## config.mk

```make
export PLATFORM = sky130hd
export DESIGN_NAME = imdu_prep
export DESIGN_NICKNAME = d
export VERILOG_FILES = /design/src/sv/imdu_pkg.sv /design/src/sv/imdu_prep.sv
export SDC_FILE = /design/constraint.sdc
export NUM_CORES = 1
export LEC_CHECK = 0
export CAP_MARGIN = 15
export CORE_MARGIN = 2
export CORE_UTILIZATION = 25
export CTS_BUF_LIST = sky130_fd_sc_hd__clkbuf_4 sky130_fd_sc_hd__clkbuf_8
export DETAILED_ROUTE_END_ITERATION = 12
export DONT_BUFFER_PORTS = 1
export PLACE_DENSITY = 0.47
export SETUP_SLACK_MARGIN = 0.3
export SYNTH_ARGS = -nofsm -noshare
export SYNTH_HDL_FRONTEND = slang
export SYNTH_SLANG_ARGS = --single-unit
export TNS_END_PERCENT = 10
```

## constraint.sdc

```tcl
create_clock -name i_clk -period 3.4 [get_ports i_clk]
set_clock_uncertainty 0.15 [all_clocks]
set_input_delay 0 -clock i_clk [delete_from_list [all_inputs] [get_ports i_clk]]
set_output_delay 0 -clock i_clk [all_outputs]
set_load 0.05 [all_outputs]
```

## src/sv/imdu_pkg.sv

```systemverilog
package imdu_pkg;

    localparam int XLEN      = 64;
    localparam int NUM_CELLS = XLEN;
    localparam int TAG_W     = 5;
    localparam int MODE_W    = 4;
    localparam int IN_W      = 144;
    localparam int OUT_W     = 72;

    localparam logic [MODE_W-1:0] MODE_MUL    = 4'd0;
    localparam logic [MODE_W-1:0] MODE_MULH   = 4'd1;
    localparam logic [MODE_W-1:0] MODE_MULHSU = 4'd2;
    localparam logic [MODE_W-1:0] MODE_MULHU  = 4'd3;
    localparam logic [MODE_W-1:0] MODE_DIV    = 4'd4;
    localparam logic [MODE_W-1:0] MODE_DIVU   = 4'd5;
    localparam logic [MODE_W-1:0] MODE_REM    = 4'd6;
    localparam logic [MODE_W-1:0] MODE_REMU   = 4'd7;
    localparam logic [MODE_W-1:0] MODE_MULW   = 4'd8;
    localparam logic [MODE_W-1:0] MODE_DIVW   = 4'd9;
    localparam logic [MODE_W-1:0] MODE_DIVUW  = 4'd10;
    localparam logic [MODE_W-1:0] MODE_REMW   = 4'd11;
    localparam logic [MODE_W-1:0] MODE_REMUW  = 4'd12;

    // result selection carried alongside each request
    localparam logic [2:0] SEL_ZERO = 3'd0;
    localparam logic [2:0] SEL_LO   = 3'd1;
    localparam logic [2:0] SEL_HI   = 3'd2;
    localparam logic [2:0] SEL_QUO  = 3'd3;
    localparam logic [2:0] SEL_REM  = 3'd4;

    typedef struct packed {
        logic [TAG_W-1:0] tag;
        logic [2:0]       sel;
        logic             w;
        logic             neg;
        logic [XLEN-1:0]  corr;
    } t_side;

    typedef struct packed {
        logic            valid;
        logic            is_div;
        logic [XLEN-1:0] hi;
        logic [XLEN-1:0] x;
        logic [XLEN-1:0] y;
        t_side           side;
    } t_cell;

endpackage

```

## src/sv/imdu_prep.sv

```systemverilog
module imdu_prep (
    input  logic                         i_clk,
    input  logic                         i_rst_n,
    input  logic                         i_en,
    input  logic                         i_valid,
    input  logic [imdu_pkg::MODE_W-1:0]  i_mode,
    input  logic [imdu_pkg::XLEN-1:0]    i_a,
    input  logic [imdu_pkg::XLEN-1:0]    i_b,
    input  logic [imdu_pkg::TAG_W-1:0]   i_tag,
    output imdu_pkg::t_cell              o_cell
);
    import imdu_pkg::*;

    t_cell           r_cell;
    t_cell           n_cell;
    logic [XLEN-1:0] a32, b32, sa32, sb32, da, db;
    logic            w, sgn, want_rem, na, nb;

    always_comb begin
        a32  = {32'd0, i_a[31:0]};
        b32  = {32'd0, i_b[31:0]};
        sa32 = {{32{i_a[31]}}, i_a[31:0]};
        sb32 = {{32{i_b[31]}}, i_b[31:0]};
        w        = (i_mode inside {[MODE_MULW:MODE_REMUW]});
        sgn      = (i_mode inside {MODE_DIV, MODE_REM, MODE_DIVW, MODE_REMW});
        want_rem = (i_mode inside {MODE_REM, MODE_REMU, MODE_REMW, MODE_REMUW});
        da = w ? (sgn ? sa32 : a32) : i_a;
        db = w ? (sgn ? sb32 : b32) : i_b;
        na = sgn & da[XLEN-1];
        nb = sgn & db[XLEN-1];

        n_cell           = '0;
        n_cell.valid     = i_valid;
        n_cell.side.tag  = i_tag;
        n_cell.side.w    = w;
        case (i_mode)
            MODE_MUL, MODE_MULHU: begin
                n_cell.x        = i_a;
                n_cell.y        = i_b;
                n_cell.side.sel = (i_mode == MODE_MUL) ? SEL_LO : SEL_HI;
            end
            MODE_MULH: begin
                n_cell.x         = i_a;
                n_cell.y         = i_b;
                n_cell.side.sel  = SEL_HI;
                n_cell.side.corr = (i_a[XLEN-1] ? i_b : '0) + (i_b[XLEN-1] ? i_a : '0);
            end
            MODE_MULHSU: begin
                n_cell.x         = i_a;
                n_cell.y         = i_b;
                n_cell.side.sel  = SEL_HI;
                n_cell.side.corr = i_a[XLEN-1] ? i_b : '0;
            end
            MODE_MULW: begin
                n_cell.x        = a32;
                n_cell.y        = b32;
                n_cell.side.sel = SEL_LO;
            end
            MODE_DIV, MODE_DIVU, MODE_REM, MODE_REMU,
            MODE_DIVW, MODE_DIVUW, MODE_REMW, MODE_REMUW: begin
                n_cell.is_div   = 1'b1;
                n_cell.x        = na ? (XLEN'(0) - da) : da;
                n_cell.y        = nb ? (XLEN'(0) - db) : db;
                n_cell.side.sel = want_rem ? SEL_REM : SEL_QUO;
                // a zero divisor keeps the all-ones quotient unsigned
                n_cell.side.neg = want_rem ? na : ((na ^ nb) & (db != '0));
            end
            default: n_cell.side.sel = SEL_ZERO;
        endcase
    end

    always_ff @(posedge i_clk) begin
        if (!i_rst_n) begin
            r_cell.valid <= 1'b0;
        end else if (i_en) begin
            r_cell.valid <= n_cell.valid;
        end
        if (i_en) begin
            r_cell.is_div <= n_cell.is_div;
            r_cell.hi     <= n_cell.hi;
            r_cell.x      <= n_cell.x;
            r_cell.y      <= n_cell.y;
            r_cell.side   <= n_cell.side;
        end
    end

    assign o_cell = r_cell;

endmodule

```

==> flow_summary.toml <==
[run_status]
outcome = "finished with violations"
violations = "negative hold slack"

[timing]
worst_pin_slew_ps = 1211
rsz0062_at_grt = "true"
holdWs_ps = -568.0
fmax_mhz = 319.5
setup-tns-final_ps = 0
fin_crit_sh = 0.9205
slew_viol_final = 0
period_minus_slack_ps = 3130
hold_viol_final = 75
setup_viol = 0
relSlewSlack = 0.1917

[detailed_routing]
first_pass_iters = 5
met1Wirelength_um = 36810
drtAntennaViolNets = 0
drc_errors = 0
top_layer_used = "met5"
dr_wl_met3_um = 7923
dr_total_vias = 17580
wl_per_cell_um = 25.90
wl_um = 84190
via_per_inst = 5.410
dr_wl_met2_um = 36270
drt_first_iter_violations = 1733

[pwr]
p_leak_uw = 0.008498
peakVddDrop_uv = 193.9
power.density_nw_per_um2 = 385.0

[final_layout]
area_delta_synth_final_pct = 33.32
fin_nets = 2550
fill_cells = 6979
finalNonFillerCells = 3250
drive_above_1_share = 0.09389
largest_register_ffs = 204

[cts]
cts_root_buf = "clkbuf_8"
cts_tree = "yes"
clkTransAtPathRegs_ps = 70
cts_made_buffers = 42
clock_path_buffers = 3
htreeDepth = 2
cts.sinks = 204
clkLatencyLatePin_ps = 620

[yosys]
ys_seq_area_frac = 0.3574
synth_edf_count = 203
synthFlopType = "edfxtp_1"
yosysMostFrequentCell = "edfxtp_1"
postSynthCellCount = 2016
synth_top_area_cell = "edfxtp_1"
ys_ff_latch = 204
synthTopCellsByCount = "203 x edfxtp_1, 200 x nor2_1, 172 x a21oi_1"
synth.avg_cell_area_sq_um = 8.488
async_flop_share = 0
ys.warnings.count = 0
synth_top_area_share = 0.3562
yosys.cell_types.count = 86
netlist_area_sq_um = 17110
synth_area_leaders = "edfxtp_1 36%, a21oi_1 5.0%, o21ai_0 4.9%"

[grt]
antenna_found_initial = 5
grt_pass1_vias = 16810
grt_overflow = 0
grt_pass1_wl_um = 119800
grtUsageTotal = 0.2300
grt_start_max_net_pins = 205

[floorplanning]
core_sq_um = 67510
dieArea_sq_um = 70560
ios = 409
initial_utilization = 0.2535
die-width_um = 265.6
die_h_um = 265.6
rows = 95

[placement]
gp_congestion = 0.9332
port_buffers = 0
place_hpwl_um = 57930
dp.cells = 2805

[setup_path]
criticalPathCategory = "in -> reg"
crit_path_end_kind = "register"
critical_path_arrival_ps = 3360
critPathMaxFanout = 7
worstPathRequired_ps = 3630
start_kind = "primary input"

[hold_path]
min_path_type = "in -> reg"

[run]
max_cap_violations = 0
where the power goes:
group	total (uW)	switching (uW)	internal, uW
clock network	2940	1310	1630
logic	1900	1080	822
registers	3940	891	3040
cell type report:
cell class              instances  area (sq um)  share of cell area
diodes                          2         5.005           0.0002194
inverters                      45         172.7            0.007568
clock buffers                  49         636.9             0.02791
repair buffers                417          4116              0.1804
flip-flops and latches        204          6116              0.2681
multi-input cells            1636         10420              0.4567
clock inverters                24         256.5             0.01124
well taps                     873          1092             0.04788
metal layers:
metal / global-route usage / vias to the layer above
li1: - / 7868
met1: 0.3110 / 8585
met2: 0.3499 / 954
met3: 0.06415 / 175
met4: 0.08108 / 2
met5: 0 / -
logic make-up after synthesis:
group           after synthesis  synth area share
simple gates                746            0.2216
compound gates              594            0.2171
buf+inv                     239           0.06990
flops                       204            0.3574
xor+xnor                    159           0.08138
fa+ha+maj                    64           0.04709
mux                           9          0.005338
other cells                   1         0.0002191
worst paths after layout:
path,start,end,slack (ps),cells after the start
max reg2reg,o_cell[267],o_cell[267],1750,3
min,i_en,o_cell[0],-570,0
max,i_b[22],o_cell[117],270,10
min reg2reg,o_cell[267],o_cell[267],1180,3
metrics by stage:
step                hold slack [ps]  power [uW]  setup slack (ps)  area, sq um    util
floorplan                    -51.13        5063             269.1        17660       -
global placement             -51.07        5321             47.14        17940  0.2658
detailed placement           -51.08        5310             31.93        17940  0.2658
CTS                          -647.6        8782             300.2        22530  0.3338
global route                 -628.9        9080             222.3        22810  0.3379
finish                       -568.0        8784             270.3        22810  0.3379
worst max-delay path, cell delays in order:
cell,delay [ps]
dlygate4sd3_1,720
nor3_2,250
and3_2,260
nand2_1,150
a21o_1,280
o21ai_0,260
xor2_1,220
dlygate4sd3_1,610
nor2_1,50
dlygate4sd3_1,550
cells in the final DEF (no fill, tap or decap), types with 36 or more instances in the layout:
| master | instances |
|---|---|
| a21oi_1 | 161 |
| dlygate4sd3_1 | 357 |
| o21ai_0 | 163 |
| or3_1 | 37 |
| clkbuf_8 | 43 |
| inv_1 | 42 |
| xor2_1 | 77 |
| nor2_1 | 195 |
| nand2_1 | 162 |
| ha_1 | 55 |
| and2_1 | 106 |
| buf_4 | 51 |
| conb_1 | 64 |
| xnor2_1 | 80 |
| nand3_1 | 36 |
| edfxtp_1 | 203 |
| a21o_1 | 37 |
timing repair:
action,4_1_cts,5_1_grt
buffers inserted,0,5
resized for setup,0,53
hold buffers,364,1
hold endpoints to repair,406,206
setup endpoints to repair,0,45
Power figures use the tool's default switching activity.
