### src/sv/imdu_pkg.sv
package imdu_pkg;

    localparam int XLEN      = 64;
    localparam int NUM_CELLS = XLEN;
    localparam int TAG_W     = 5;
    localparam int MODE_W    = 4;
    localparam int IN_W      = 144;
    localparam int OUT_W     = 72;

    localparam logic [MODE_W-1:0] MODE_MUL    = 4'd0;
    localparam logic [MODE_W-1:0] MODE_MULH   = 4'd1;
    localparam logic [MODE_W-1:0] MODE_MULHSU = 4'd2;
    localparam logic [MODE_W-1:0] MODE_MULHU  = 4'd3;
    localparam logic [MODE_W-1:0] MODE_DIV    = 4'd4;
    localparam logic [MODE_W-1:0] MODE_DIVU   = 4'd5;
    localparam logic [MODE_W-1:0] MODE_REM    = 4'd6;
    localparam logic [MODE_W-1:0] MODE_REMU   = 4'd7;
    localparam logic [MODE_W-1:0] MODE_MULW   = 4'd8;
    localparam logic [MODE_W-1:0] MODE_DIVW   = 4'd9;
    localparam logic [MODE_W-1:0] MODE_DIVUW  = 4'd10;
    localparam logic [MODE_W-1:0] MODE_REMW   = 4'd11;
    localparam logic [MODE_W-1:0] MODE_REMUW  = 4'd12;

    // result selection carried alongside each request
    localparam logic [2:0] SEL_ZERO = 3'd0;
    localparam logic [2:0] SEL_LO   = 3'd1;
    localparam logic [2:0] SEL_HI   = 3'd2;
    localparam logic [2:0] SEL_QUO  = 3'd3;
    localparam logic [2:0] SEL_REM  = 3'd4;

    typedef struct packed {
        logic [TAG_W-1:0] tag;
        logic [2:0]       sel;
        logic             w;
        logic             neg;
        logic [XLEN-1:0]  corr;
    } t_side;

    typedef struct packed {
        logic            valid;
        logic            is_div;
        logic [XLEN-1:0] hi;
        logic [XLEN-1:0] x;
        logic [XLEN-1:0] y;
        t_side           side;
    } t_cell;

endpackage

### src/sv/imdu_cell.sv
module imdu_cell (
    input  logic            i_clk,
    input  logic            i_rst_n,
    input  logic            i_en,
    input  imdu_pkg::t_cell i_cell,
    output imdu_pkg::t_cell o_cell
);
    import imdu_pkg::*;

    t_cell         r_cell;
    t_cell         n_cell;
    logic [XLEN:0]   rem_w;
    logic [XLEN+1:0] diff;
    logic [XLEN:0]   sum;

    always_comb begin
        n_cell = i_cell;
        rem_w  = {i_cell.hi, i_cell.x[XLEN-1]};
        diff   = {1'b0, rem_w} - {2'b00, i_cell.y};
        sum    = {1'b0, i_cell.hi} + (i_cell.x[0] ? {1'b0, i_cell.y} : '0);
        if (i_cell.is_div) begin
            // one restoring step, quotient bit enters at the bottom
            n_cell.hi = diff[XLEN+1] ? rem_w[XLEN-1:0] : diff[XLEN-1:0];
            n_cell.x  = {i_cell.x[XLEN-2:0], ~diff[XLEN+1]};
        end else begin
            // one shift-add step, product low half fills x from the top
            n_cell.hi = sum[XLEN:1];
            n_cell.x  = {sum[0], i_cell.x[XLEN-1:1]};
        end
    end

    always_ff @(posedge i_clk) begin
        if (!i_rst_n) begin
            r_cell.valid <= 1'b0;
        end else if (i_en) begin
            r_cell.valid <= n_cell.valid;
        end
        if (i_en) begin
            r_cell.is_div <= n_cell.is_div;
            r_cell.hi     <= n_cell.hi;
            r_cell.x      <= n_cell.x;
            r_cell.y      <= n_cell.y;
            r_cell.side   <= n_cell.side;
        end
    end

    assign o_cell = r_cell;

endmodule

### config.mk
export PLATFORM = sky130hd
export DESIGN_NAME = imdu_cell
export DESIGN_NICKNAME = d
export VERILOG_FILES = /design/src/sv/imdu_pkg.sv /design/src/sv/imdu_cell.sv
export SDC_FILE = /design/constraint.sdc
export NUM_CORES = 1
export LEC_CHECK = 0
export ABC_AREA = 1
export BUFFER_PORTS_ARGS = -buffer_cell sky130_fd_sc_hd__buf_2
export CORE_UTILIZATION = 45
export DETAILED_ROUTE_END_ITERATION = 8
export PLACE_DENSITY = 0.69
export SYNTH_ARGS = -nofsm -noshare
export SYNTH_HDL_FRONTEND = slang
export SYNTH_SLANG_ARGS = --single-unit
### constraint.sdc
create_clock -name i_clk -period 2.6 [get_ports i_clk]
set_input_delay 0.52 -clock i_clk [delete_from_list [all_inputs] [get_ports i_clk]]
set_output_delay 0.52 -clock i_clk [all_outputs]
set_load 0.01 [all_outputs]
==> metrics, run 1 <==
worst-path fanout max=19; sequential share of the synthesized area=0.363; I/O Buffers=538; asr flop ratio synth=0; status=finished clean; reg2reg start=o_cell[267]; Layout area overhead=42.7%; slew margin rel.=0.563; setup TNS=0 ps; Routed WL per cell=20.4 µm; register area=8040 µm²; area occupied by multi-input gates=11700 µm²; Final ANT Viol Nets=0; die height=224 µm; vias in the first global route=24500; Synth area leaders=edfxtp_1 36%, nand2_1 21%, inv_1 11%; FILL cells=4494; Crit Path Class=input port to flop; Post-Route Utilization=0.656; synthesis-stage register bit count=268; Die X=224 µm; area share of the largest cell type after synthesis=0.362; Max Slew Vio Count=0; worst skew pair latency=600 ps; Yosys top cell by area=edfxtp_1; largest net degree at the start of global routing=66; Post-synth top cells=1214 x nand2_1, 642 x inv_1, 277 x nor2_1; # rows=80; layout cell share with drive strength beyond 1=0.299; Finished Layout Cells=5127; Leak=17.4 nW; Mapped Area=22100 µm²; Worst Setup SP=i_cell[138]; First-pass DRT Iterations=7; Via density=5.12; Post-Syn Area per Cell=6.69 µm²; num ports=539; Syn. warnings=0; NumNets Final=4843; most frequent cell after synthesis=nand2_1; HP Class=input port to flop; final hold vios=0; period utilisation layout=0.989; Worst EP required=2990 ps; startpoint types=input port; Fmax=389 MHz; Total GRT Usage=0.407; post-synth cell types=39; DRC errors left=0; Reg clk slew, reported paths=60 ps; CTS Buffer Depth=3; Detailed Place HPWL=89200 µm; TritonCTS clock tree=done; DRT Wirelength=105000 µm; hold_sp=i_cell[62]; Critical Path Sink Type=flop; area post-placement=30300 µm²; R2R Setup Slk=1920 ps; initial antenna violation count=8; Die Area=50100 µm²; critical path arrival=2960 ps; CTS Root Cell=clkbuf_16; Cell Pwr Density=496 nW/µm²; total power=15.7 mW; max FFs per register=268; Final Skew=0 ps; Post-synth EDFFs=267; Main synth FF type=edfxtp_1; Initial Utilization=0.460; fin area=31600 µm²; setup ws final=28.1 ps; worst slew pin tran=648 ps; CTS H-Tree Depth=1; CTS sink cnt=268; DP Worst Slack=-789 ps; routability cong.=1.06; placed cells=5064; crit path time final=2570 ps; RSZ-0062 raised after global routing=yes; syn nets=3709; Min Hold Slack=85.8 ps; first-pass GRT wire length=149000 µm; Num CTS Buffers=31; global route overflow=0; Max rail drop VDD=0.592 mV; Core Box Area=48100 µm²; drt initial violations=2837; Max-Cap Viols=0; routed vias=26200; Mapped Cells=3308; Final Setup Violations=0
final cells by class:
| type | instances | share of cell area |
|---|---|---|
| clock inverter | 24 | 0.00867 |
| clock buffer | 33 | 0.0248 |
| tap | 656 | 0.0260 |
| multi-input combinational | 2341 | 0.369 |
| timing repair buffer | 1154 | 0.240 |
| sequential | 268 | 0.254 |
| antenna | 5 | 0.000396 |
| inverter | 646 | 0.0768 |
critical path, stage by stage:
cell and delay (ps):
buf_2 150, buf_12 160, nand2_1 60, inv_1 40
ha_1 330, buf_4 130, nand2_1 80, buf_4 140
nor2_1 120, nand2_1 130, nor2_2 230, nand2_1 80
nand3_1 210, nand3_1 180, buf_4 180, nand2_1 50
nand2_1 40, nand3_1 60, nand2_1 50
logic make-up (layout without fill, tap and decap cells):
| kind of cell | after synthesis | after routing | share of synthesized area |
|---|---|---|---|
| DFF | 268 | 268 | 0.363 |
| adders and majority gates | 130 | 130 | 0.0741 |
| xor gates and xnor gates | 39 | 39 | 0.0154 |
| and+or+nand+nor | 1856 | 1856 | 0.349 |
| other | 0 | 5 | 0 |
| AOI/OAI and AO/OA | 316 | 316 | 0.0745 |
| buffers and inverters | 699 | 1857 | 0.124 |
cells in the final DEF (no fill, tap or decap), types with 118 or more instances in the layout:
cell type / netlist / layout
a21oi_1: 147 / 131
buf_4: 5 / 596
nand3_1: 204 / 202
nand2_1: 1214 / 1198
buf_2: 3 / 536
nor2_1: 277 / 261
ha_1: 128 / 118
edfxtp_1: 267 / 267
o21ai_0: 142 / 134
inv_1: 642 / 640
path summary, 6_finish.rpt:
check	endpoint	cells after the start
max	o_cell[255]	19
min	o_cell[62]	1
max reg2reg	o_cell[267]	2
min reg2reg	o_cell[267]	2
power by group:
group          internal (mW)  total [mW]  switching [mW]  leakage [nW]
sequential              5.26        5.45           0.188          2.62
combinational           2.26        5.55            3.29          14.2
clock                   2.62        4.67            2.05         0.507
total                   10.1        15.7            5.53          17.4
per-layer routing:
metal,wire (µm),up-vias,global-route usage
met5,13,-,0
met4,5010,2,0.175
met3,10700,221,0.0720
met2,47400,1417,0.662
met1,41600,11900,0.530
li1,-,12700,-
what timing repair did:
| action | in CTS | in global routing |
|---|---|---|
| setup endpoints to repair | 3 | 37 |
| resized for setup | 3 | 78 |
| pin swaps | 0 | 5 |
| hold buffers | 0 | 0 |
| buffers inserted | 0 | 1 |
No activity file was read; power rests on OpenSTA's default activity.
==> run 2, diff against run 1 <==
--- a/config.mk
+++ b/config.mk
@@ -9,7 +9,7 @@
 export BUFFER_PORTS_ARGS = -buffer_cell sky130_fd_sc_hd__buf_2
 export CORE_UTILIZATION = 45
 export DETAILED_ROUTE_END_ITERATION = 8
-export PLACE_DENSITY = 0.69
+export PLACE_DENSITY = 0.66
 export SYNTH_ARGS = -nofsm -noshare
 export SYNTH_HDL_FRONTEND = slang
 export SYNTH_SLANG_ARGS = --single-unit
==> constraint.sdc (replaced) <==
create_clock -name i_clk -period 3.04 [get_ports i_clk]
set_input_delay 0.608 -clock i_clk [delete_from_list [all_inputs] [get_ports i_clk]]
set_output_delay 0.608 -clock i_clk [all_outputs]
set_load 0.01 [all_outputs]
==> metrics, run 2 (synthesis gave the netlist of run 1 again) <==
status=finished clean; DRC errors left=0; Min Hold Slack=181 ps; max FFs per register=268; grt met2 use=0.640; hold_sp=i_cell[47]; area post-placement=29800 µm²; reg-to-reg endpoint=o_cell[267]; startpoint types=input port; fin area=30800 µm²; Worst EP required=3400 ps; layout cell share with drive strength beyond 1=0.274; register area=8040 µm²; crit path time final=2810 ps; CTS Root Cell=clkbuf_16; commonest non-fill, non-tap cells in the layout=1214 x nand2_1, 641 x inv_1, 550 x buf_4; CTS Buffer Depth=3; FILL cells=4683; NumNets Final=4791; Finished Layout Cells=5071; setup TNS=0 ps; vias in the first global route=24100; die height=224 µm; routability cong.=1.04; Num CTS Buffers=30; met1 Use GR=0.522; period utilisation layout=0.924; Max Slew Vio Count=0; reg2reg start=o_cell[267]; largest net degree at the start of global routing=80; worst skew pair latency=580 ps; Worst Reg-to-Reg Cells=2; Detailed Place HPWL=86700 µm; Hold Crit Depth=1; I/O Buffers=538; # rows=80; GR peak layer=met2; commonest non-fill, non-tap cell in the layout=nand2_1; num ports=539; Cell Pwr Density=422 nW/µm²; Die X=224 µm; First-pass DRT Iterations=8; Crit Path Class=input port to flop; Post-Route Utilization=0.640; Final Skew=0 ps; CTS Hold Bufs=0; global route overflow=0; first-pass GRT wire length=146000 µm; DRT Wirelength=102000 µm; Via density=5.08; Reg clk slew, reported paths=70 ps; critical path arrival=3170 ps; Max-Cap Viols=0; Final Setup Violations=0; Leak=17.1 nW; postcts setup bufs=0; routed vias=25700; met3 usage=0.0616; area occupied by multi-input gates=11400 µm²; Critical Path Sink Type=flop; R2R Setup Slk=2370 ps; Initial Utilization=0.460; RSZ-0062 raised after global routing=no; worst-path fanout max=22; Total GRT Usage=0.397; slew margin rel.=0.497; initial antenna violation count=6; Routed WL per cell=20.1 µm; Die Area=50100 µm²; CTS H-Tree Depth=1; final hold vios=0; Hold Path Sink=o_cell[47]; Fmax=356 MHz; CTS sink cnt=268; Core Box Area=48100 µm²; Final ANT Viol Nets=0; Layout area overhead=39.1%; worst slew pin tran=754 ps; TritonCTS clock tree=done; HP Class=input port to flop; drt initial violations=2521; Max rail drop VDD=0.467 mV; placed cells=5014
-- run 2: stage by stage --
| stage | power, mW | setup WS [ps] |
|---|---|---|
| 6_report | 13.0 | 231 |
| 3_3_place_gp | 9.19 | -521 |
| 5_1_grt | 13.5 | 62.9 |
| 3_5_place_dp | 9.21 | -549 |
| 4_1_cts | 12.9 | 71.7 |
| 2_1_floorplan | 6.78 | 155 |
-- run 2: worst max-delay path by stage --
stage                           start     endpoint  slack [ps]  cells after the start
after global placement    i_cell[138]  o_cell[260]        -520                     16
after detailed placement  i_cell[138]  o_cell[260]        -550                     16
final                     i_cell[138]  o_cell[233]         230                     16
after CTS                 i_cell[138]  o_cell[260]          70                     16
after floorplan           i_cell[138]  o_cell[227]         150                     18
after global routing      i_cell[138]  o_cell[238]          60                     16
-- run 2: layout make-up --
class | instances | share of cell area
diodes | 5 | 0.000406
clock buffers | 33 | 0.0254
clock inverters | 19 | 0.00617
inverters | 646 | 0.0788
multi-input cells | 2341 | 0.369
flip-flops and latches | 268 | 0.261
well taps | 656 | 0.0266
repair buffers | 1103 | 0.232
-- run 2: metal layers --
metal	vias up	part of all wire
met1	11700	0.41
met2	1258	0.45
li1	12600	-
met4	2	0.050
met3	213	0.094
met5	-	0.000098
-- run 2: worst max-delay path, stage by stage --
cell and delay, ps:
buf_4 280, nand2_1 80, inv_1 80, ha_1 240, buf_4 150, a21oi_1 220, o21ai_0 170, buf_4 170
a21oi_1 190, nand3_1 180, buf_4 190, nand2_1 50, nand2_1 80, or2_2 280, nand3_1 100, nand2_1 70
-- run 2: power by group --
part           leakage (nW)  internal (mW)  total [mW]  switching (mW)
logic                  14.0           1.86        4.61            2.76
clock network         0.473           2.11        3.74            1.64
registers              2.62           4.50        4.65           0.145
total                  17.1           8.47        13.0            4.54
-- run 2: what timing repair did --
item                                   in CTS  in global routing
resized for setup                           0                  3
endpoints found under the hold margin       0                  0
setup endpoints to repair                   0                 24
